File: config.mk
export PLATFORM = sky130hd
export DESIGN_NAME = hist_eq_div
export DESIGN_NICKNAME = d
export VERILOG_FILES = /design/src/hw/rtl/hist_eq_pkg.sv /design/src/hw/rtl/hist_eq_div.sv
export SDC_FILE = /design/constraint.sdc
export NUM_CORES = 1
export LEC_CHECK = 0
export BUFFER_PORTS_ARGS = -buffer_cell sky130_fd_sc_hd__buf_2
export CAP_MARGIN = 10
export CORE_MARGIN = 10
export CORE_UTILIZATION = 58
export DETAILED_ROUTE_END_ITERATION = 8
export GPL_ROUTABILITY_DRIVEN = 1
export PLACE_DENSITY = 0.83
export SYNTH_ARGS = -nofsm -noshare
export SYNTH_HDL_FRONTEND = slang
export SYNTH_SLANG_ARGS = --single-unit
export TNS_END_PERCENT = 1
File: constraint.sdc
create_clock -name clk -period 4.49 [get_ports clk]
set_input_delay 0.2245 -clock clk [delete_from_list [all_inputs] [get_ports clk]]
set_output_delay 0.2245 -clock clk [all_outputs]
set_load 0.01 [all_outputs]
File: src/hw/rtl/hist_eq_pkg.sv
// Shared constants, codes, types and helpers for the histogram equalizer.
// No dependencies; used by hist_eq_div and histogram_equalizer.
package hist_eq_pkg;

    localparam int LEVELS   = 256;
    localparam int LVL_W    = $clog2(LEVELS);
    localparam int SWEEP_W  = LVL_W + 1;
    localparam int MAX_SIDE = 1024;
    localparam int CFG_W    = 11;
    localparam int CFG_IDX_W = 2;
    localparam int SIDE_W   = $clog2(MAX_SIDE + 1);
    localparam int AREA_W   = $clog2(MAX_SIDE * MAX_SIDE + 1);
    localparam int CNT_W    = 21;
    localparam int OUT_W    = 8;
    localparam int STEP_W   = $clog2(OUT_W);
    localparam int DIV_W    = ((CNT_W > AREA_W) ? CNT_W : AREA_W) + OUT_W;
    localparam int ACT_W    = 2;

    localparam logic [CNT_W-1:0] CNT_MAX = '1;
    localparam logic [OUT_W-1:0] OUT_MAX = '1;

    // item actions
    localparam logic [ACT_W-1:0] ACT_COUNT = 2'd0;
    localparam logic [ACT_W-1:0] ACT_MAP   = 2'd1;
    localparam logic [ACT_W-1:0] ACT_CLEAR = 2'd2;

    // configuration register indexes
    localparam logic [CFG_IDX_W-1:0] CFG_FRAME_WIDTH  = 2'd0;
    localparam logic [CFG_IDX_W-1:0] CFG_FRAME_HEIGHT = 2'd1;

    typedef struct packed {
        logic              start;
        logic [CNT_W-1:0]  sum;
        logic [SIDE_W-1:0] side_w;
        logic [SIDE_W-1:0] side_h;
    } div_req_t;

    typedef struct packed {
        logic             done;
        logic [OUT_W-1:0] quot;
    } div_rsp_t;

    // zero acts as one, anything above MAX_SIDE acts as MAX_SIDE
    function automatic logic [SIDE_W-1:0] clamp_side(input logic [CFG_W-1:0] v);
        logic [SIDE_W-1:0] s;
        if (v == '0)
        begin
            s = SIDE_W'(1);
        end
        else if (int'(v) > MAX_SIDE)
        begin
            s = SIDE_W'(MAX_SIDE);
        end
        else
        begin
            s = SIDE_W'(v);
        end
        return s;
    endfunction

endpackage

File: src/hw/rtl/hist_eq_div.sv
// Iterative divider: floor(sum * 255 / (side_w * side_h)), saturated to 255.
// Depends on hist_eq_pkg. One quotient bit per cycle after a saturation check.
module hist_eq_div (
    input  logic                  clk,
    input  logic                  rst_n,
    input  hist_eq_pkg::div_req_t req,
    output hist_eq_pkg::div_rsp_t rsp
);

    typedef enum logic [1:0] {
        D_IDLE,
        D_CHECK,
        D_STEP
    } div_state_t;

    div_state_t                            state_reg;
    logic [hist_eq_pkg::AREA_W-1:0]        area_reg;
    logic [hist_eq_pkg::DIV_W-1:0]         rem_reg;
    logic [hist_eq_pkg::DIV_W-1:0]         dsr_reg;
    logic [hist_eq_pkg::OUT_W-1:0]         quot_reg;
    logic [hist_eq_pkg::STEP_W-1:0]        step_reg;
    logic                                  done_reg;

    logic [hist_eq_pkg::DIV_W-1:0]         dividend;
    logic [hist_eq_pkg::DIV_W-1:0]         full_dsr;
    logic [2*hist_eq_pkg::SIDE_W-1:0]      area_prod;
    logic                                  ge;

    // sum * 255 as (sum << 8) - sum
    assign dividend  = (hist_eq_pkg::DIV_W'(req.sum) << hist_eq_pkg::OUT_W)
                     - hist_eq_pkg::DIV_W'(req.sum);
    assign area_prod = req.side_w * req.side_h;
    assign full_dsr  = hist_eq_pkg::DIV_W'(area_reg) << hist_eq_pkg::OUT_W;
    assign ge        = (rem_reg >= dsr_reg);

    always_ff @(posedge clk or negedge rst_n)
    begin
        if (!rst_n)
        begin
            state_reg <= D_IDLE;
            area_reg  <= '0;
            rem_reg   <= '0;
            dsr_reg   <= '0;
            quot_reg  <= '0;
            step_reg  <= '0;
            done_reg  <= 1'b0;
        end
        else
        begin
            done_reg <= 1'b0;
            unique case (state_reg)
                D_IDLE:
                begin
                    if (req.start)
                    begin
                        area_reg  <= hist_eq_pkg::AREA_W'(area_prod);
                        rem_reg   <= dividend;
                        state_reg <= D_CHECK;
                    end
                end
                D_CHECK:
                begin
                    // quotient of 256 or more saturates
                    if (rem_reg >= full_dsr)
                    begin
                        quot_reg  <= hist_eq_pkg::OUT_MAX;
                        done_reg  <= 1'b1;
                        state_reg <= D_IDLE;
                    end
                    else
                    begin
                        quot_reg  <= '0;
                        dsr_reg   <= hist_eq_pkg::DIV_W'(area_reg)
                                     << (hist_eq_pkg::OUT_W - 1);
                        step_reg  <= hist_eq_pkg::STEP_W'(hist_eq_pkg::OUT_W - 1);
                        state_reg <= D_STEP;
                    end
                end
                D_STEP:
                begin
                    if (ge)
                    begin
                        rem_reg <= rem_reg - dsr_reg;
                    end
                    quot_reg <= {quot_reg[hist_eq_pkg::OUT_W-2:0], ge};
                    dsr_reg  <= dsr_reg >> 1;
                    step_reg <= step_reg - 1'b1;
                    if (step_reg == '0)
                    begin
                        done_reg  <= 1'b1;
                        state_reg <= D_IDLE;
                    end
                end
                default:
                begin
                    state_reg <= D_IDLE;
                end
            endcase
        end
    end

    assign rsp.done = done_reg;
    assign rsp.quot = quot_reg;

    a_start_when_idle: assert property (@(posedge clk) disable iff (!rst_n)
        req.start |-> state_reg == D_IDLE)
        else $error("divider started while busy");

endmodule

==> out/results.ini, run 1 <==
[min_path]
min_to = state_reg[0]$_DFFE_PN0P_
hold_depth = 3
min-delay-start = req[43]
hold_path.class = input pin to register

[yosys]
synth_flop_cell = dfrtp_1
yosysSeqAreaShare_pct = 20.85
syn_inst = 1325
synthesis.nets = 1576
synth_edf_count = 0
syn_area_per_cell_um2 = 8.333
synthDistinctLibCells = 75
netlist_area_um2 = 11040
synth_mux_area_share_pct = 2.992
synth_top_family_by_area = adder cells
synth-seq-cells = 92
synth_simple_gate_area_share_pct = 17.57
ys_warn_count = 0
synth-compound-area-share_pct = 16.48
synthAdderAreaFrac_pct = 28.67
synthXorXnorAreaFrac_pct = 5.077
ys_async_sr_fraction_pct = 100.0

[timing]
hold_viol_final = 0
fmax_mhz = 218.6
finalSetupTns_ps = -257.4
relSlewSlack_pct = 34.82
finClkSkew_ps = 13.38
finalWorstSetupSlack_ps = -84.17
min_period_ps = 4574
worst_pin_slew_ps = 977.7
setup_violations = 5
rsz0062_at_grt = yes
hold_ws_ps = 228.1
drv_slew = 0
fin_crit_sh_pct = 101.9

[critical_path]
r2r_slack_ps = 930
path_buf_inv = 5
crit_chain = buf_4, nand2_2, fa_1, fa_1, fa_1, inv_1, fa_1, inv_1, fa_1, inv_1, ha_1, o2111a_1, buf_4, nor2_1, a21oi_2, a41oi_2, a211oi_2, or3_1, a41o_1
critPathTopFamily = adder cells
r2r-start = dsr_reg[1]$_DFFE_PN0P_
worst-setup-path-type = input pin to register
reg2reg_to = rem_reg[2]$_DFFE_PN0P_
critical_path_arrival_ps = 4820
cpPeakStageDelay_ps = 560
ff2ff_path_depth = 12
crit_slowest_cell = fa_1
cp_max_fo = 6
endpoint_kind = register
path_common_cell = fa_1
required_ps = 4740
cp-start-kind = input pin

[routing]
viasPerCell = 5.673
drc = 0
drt-wirelength-per-cell_um = 15.92
ant_nets = 0
drtIter0Drc = 524
drt_wl_total_um = 26070
firstDrtPassIters = 6
dr_total_vias = 9287

[global_routing]
antenna_found_initial = 0
grt-ovfl-total = 0
grt_pass1_vias = 9454
grt_start_max_net_pins = 83
grt_pass1_wl_um = 44240
grt_usage_pct = 21.53

[power]
ir_worst_vdd_v = 0.0003533
clock_power_share_pct = 8.9
leakage_nw = 5.971
p_comb_share_pct = 73.3
p_sw_mw = 4.154
powerDensity_nw_per_um2 = 689.6
seqPwrFrac_pct = 17.9
intPower_mw = 4.345
switching_share_pct = 48.88

[place]
dpl-instance-area_um2 = 11950
io_buffers = 54
routabilityCongestion = 0.9151
dp_hpwl_um = 21120
place_ws_ps = -591.4

[clocking]
cts-root-buf = clkbuf_16
clockBufferDepth = 2
cts_tree = yes
path_clk_slew_ps = 80
clock_latency_ps = 360
cts_sinks = 92
htree_levels = 3
cts_inserted_buffers = 9
cts_setup_buffers = 0

[layout]
ff_latch_area_um2 = 2302
largest_reg_flops = 29
multi_input_area_um2 = 7928
postLayoutCoreUtil_pct = 65.89
area.growth.synth_to_final_pct = 11.63
fillerInstances = 1517
layout_commonest_cell = inv_1
layout.nets = 1649
diodes = 0
mostFrequentLayoutCells = inv_1, nand2_1, ha_1
drive_gt1_share_pct = 13.19
final_area_um2 = 12320

[floorplanning]
core_area_um2 = 18710
initial_core_util_pct = 59.02
dieHeight_um = 158.0
die_x_um = 158.0
die_area_um2 = 24950
pin_count = 55
row_count = 50

[status]
violations = negative setup slack
status = finished, violations left

[job]
drv_cap = 0

==> tightest hold or removal path, cell delays in order <==
cell     delay (ps)
buf_2           150
a21oi_1         130
a21oi_1          40
==> cells in the mapped netlist, types with 11 or more instances <==
cell	instances	area [µm²]
o21ai_0	62	310.3
nor2b_1	11	68.82
and2_1	79	494.2
nand2_1	158	593.1
xor2_1	30	262.8
nand2b_1	12	75.07
a211oi_1	12	90.09
mux2i_1	24	240.2
o21ai_1	18	90.09
dfrtp_1	92	2302
ha_1	125	1564
clkbuf_1	44	165.2
a21o_1	19	142.6
nor2_1	74	277.8
fa_1	80	1602
inv_1	178	668.1
xnor2_1	34	297.8
o31ai_1	12	90.09
nor3_1	18	90.09
a21oi_1	104	520.5
==> cells by family after synthesis <==
| kind of cell | Yosys count |
|---|---|
| flip-flops | 92 |
| buffers and inverters | 240 |
| multiplexers | 32 |
| adder cells (fa/ha/maj) | 205 |
| XOR/XNOR | 64 |
| AO/OA/AOI/OAI | 290 |
| AND/OR/NAND/NOR | 402 |
==> worst max-delay path by stage <==
stage | startpoint | end | slack (ps) | cells past startpoint
after floorplan | req[14] | area_reg[19]$_DFFE_PN0P_ | -270 | 19
after global placement | req[4] | area_reg[20]$_DFFE_PN0P_ | -510 | 21
after detailed placement | req[15] | area_reg[20]$_DFFE_PN0P_ | -590 | 21
after CTS | req[7] | area_reg[19]$_DFFE_PN0P_ | -100 | 19
after global routing | req[2] | area_reg[19]$_DFFE_PN0P_ | -290 | 19
final | req[2] | area_reg[19]$_DFFE_PN0P_ | -80 | 19
==> through the flow <==
stage	instances	power, mW
global placement	1620	7.362
finish	1637	8.499
CTS	1637	8.489
global route	1637	9.398
detailed placement	1620	7.626
floorplan	1325	6.034
==> power by group through the flow <==
stage	registers [mW]	logic (mW)	clock network, mW
2_1_floorplan	1.45	4.59	0
3_3_place_gp	1.52	5.84	0
3_5_place_dp	1.53	6.09	0
4_1_cts	1.52	6.21	0.764
5_1_grt	1.57	7.03	0.801
6_report	1.52	6.23	0.753
==> routing by layer <==
| layer | global-route usage [%] | routed length, µm | vias up |
|---|---|---|---|
| li1 | - | - | 4546 |
| met1 | 26.26 | 11030 | 4464 |
| met2 | 38.86 | 13330 | 243 |
| met3 | 3.664 | 1361 | 34 |
| met4 | 4.588 | 341 | 0 |
| met5 | 0 | 0 | - |
==> what timing repair did <==
| item | in CTS | in global routing |
|---|---|---|
| endpoints found under the setup margin | 5 | 8 |
| pin swaps | 3 | 3 |
| hold buffers | 1 | 0 |
| gates resized for setup | 12 | 11 |
| endpoints found under the hold margin | 52 | 0 |
==> area by class of cell <==
class                      count  area share, %
timing repair buffer         123          6.792
sequential                    92          18.68
tap                          234          2.376
inverter                     179          5.452
multi-input combinational    993          64.32
clock inverter                 7         0.5482
clock buffer                   9          1.827
(Power assumes the default switching activity.)
==> run 2: changes to the inputs <==
- CORE_ASPECT_RATIO: unset -> 0.6
==> run 2 against run 1 <==
Effect of this change: the run still ends with negative setup slack left; cell count is 0.49% higher; power is 3.9% higher; worst setup slack better by 34 ps; critical path depth stayed put; worst hold slack better by 6.0 ps; combinational power is 4.0% higher; flip-flop and latch count stayed put; utilization is 2.2 points higher; sequential power hardly changed; register-to-register slack better by 20 ps; largest cell class unchanged.
==> out/results.ini, run 2 (synthesis gave the netlist of run 1 again) <==
[critical_path]
r2r_slack_ps = 950
worst-setup-path-type = input pin to register
critical_path_arrival_ps = 4780
r2r-start = dsr_reg[1]$_DFFE_PN0P_
cp-start-kind = input pin
required_ps = 4730
ff2ff_path_depth = 11
cp_max_fo = 6
reg2reg_to = rem_reg[18]$_DFFE_PN0P_
endpoint_kind = register

[floorplanning]
die_x_um = 198.1
row_count = 38
die_area_um2 = 25130
dieHeight_um = 126.9
pin_count = 55
initial_core_util_pct = 60.16
core_area_um2 = 18350

[clocking]
path_clk_slew_ps = 70
cts_sinks = 92
clockBufferDepth = 2
clock_latency_ps = 360
cts-root-buf = clkbuf_16
htree_levels = 3
cts_tree = yes
cts_inserted_buffers = 9

[timing]
hold_viol_final = 0
worst_pin_slew_ps = 1004
rsz0062_at_grt = yes
fin_crit_sh_pct = 101.1
finClkSkew_ps = 14.39
fmax_mhz = 220.3
hold_ws_ps = 234.0
finalWorstSetupSlack_ps = -50.02
setup_violations = 4
drv_slew = 0
min_period_ps = 4540
relSlewSlack_pct = 33.10
finalSetupTns_ps = -105.7

[global_routing]
grt_start_max_net_pins = 83
antenna_found_initial = 0
grt_pass1_vias = 9361
grt_usage_pct = 21.88
grt-ovfl-total = 0
grt_pass1_wl_um = 45710

[layout]
area.growth.synth_to_final_pct = 13.12
fillerInstances = 1463
layout.nets = 1652
layout_commonest_cell = inv_1
diodes = 0
mostFrequentLayoutCells = inv_1, nand2_1, ha_1
drive_gt1_share_pct = 14.16
largest_reg_flops = 29

[routing]
drt-wirelength-per-cell_um = 16.63
dr_total_vias = 9563
firstDrtPassIters = 6
viasPerCell = 5.813
drc = 0
ant_nets = 0
drtIter0Drc = 784
drt_wl_total_um = 27360

[power]
leakage_nw = 6.009
powerDensity_nw_per_um2 = 707.1
ir_worst_vdd_v = 0.0004938

[status]
status = finished, violations left
violations = negative setup slack

[min_path]
hold_path.class = input pin to register
min-delay-start = req[0]
min_to = area_reg[0]$_DFFE_PN0P_
hold_depth = 3

[place]
io_buffers = 54
dp_hpwl_um = 21930
routabilityCongestion = 0.9457

[job]
drv_cap = 0

run 2: cell count changes in the layout (fill, tap and decap cells not counted), moves of 3 or more:
cell   previous run  this run
buf_6             1         9
buf_2            42        39
ha_1            122       117
ha_4              2         7
run 2: layer usage:
metal,wire [µm],part of all wire [%],track usage (%),vias up
li1,-,-,-,4549
met1,13000,47,32.42,4643
met2,11920,44,32.74,343
met3,2243,8.2,4.331,28
met5,0,0,0,-
met4,200,0.73,3.105,0
run 2: area by class of cell:
type                            count  area [µm²]  share of cell area, %
Clock buffer                        9       225.2                  1.803
Clock inverter                      6       87.58                 0.7013
Inverter                          179       671.9                  5.380
Multi-Input combinational cell    993        8010                  64.14
Sequential cell                    92        2302                  18.43
Tap cell                          240       300.3                  2.404
Timing Repair Buffer              126       892.1                  7.143
run 2: worst max-delay path: stages:
cell and delay, ps:
buf_6 120, buf_6 120, and2_4 150, fa_1 560, fa_1 440, fa_1 460, fa_1 490, inv_1 50
fa_1 490, inv_2 50, ha_4 230, a21o_1 170, a21o_1 200, nor3_2 150, a21oi_2 90, a41oi_2 170
a211oi_2 100, or3_1 310, a41o_1 210
run 2: what timing repair did:
action,in CTS,in global routing
hold buffers,1,0
setup buffers,0,1
resized for setup,29,18
setup endpoints to repair,6,7
pin swaps,7,11
hold endpoints to repair,49,0
run 2: through the flow:
stage	power, mW	setup WS (ps)	std cells	area, µm²	utilization [%]
5_1_grt	9.695	-214.0	1645	12490	68.05
3_5_place_dp	7.658	-593.5	1628	11960	65.17
4_1_cts	8.652	-56.41	1644	12400	67.56
6_report	8.831	-50.02	1645	12490	68.05
2_1_floorplan	6.034	-267.3	1325	11200	-
3_3_place_gp	7.393	-446.3	1628	11960	65.17
run 2: report_power, final:
group / leakage (nW) / internal, mW / switching [mW]
Clock: 0.156 / 0.486 / 0.348
Sequential: 1.11 / 1.21 / 0.306
Combinational: 4.74 / 2.83 / 3.65
run 2: how the worst max path moves through the flow:
stage	end	start	slack [ps]
global placement	area_reg[19]$_DFFE_PN0P_	req[7]	-450
floorplan	area_reg[19]$_DFFE_PN0P_	req[14]	-270
detailed placement	area_reg[20]$_DFFE_PN0P_	req[4]	-590
global route	area_reg[20]$_DFFE_PN0P_	req[6]	-210
CTS	area_reg[19]$_DFFE_PN0P_	req[17]	-60
finish	area_reg[19]$_DFFE_PN0P_	req[17]	-50
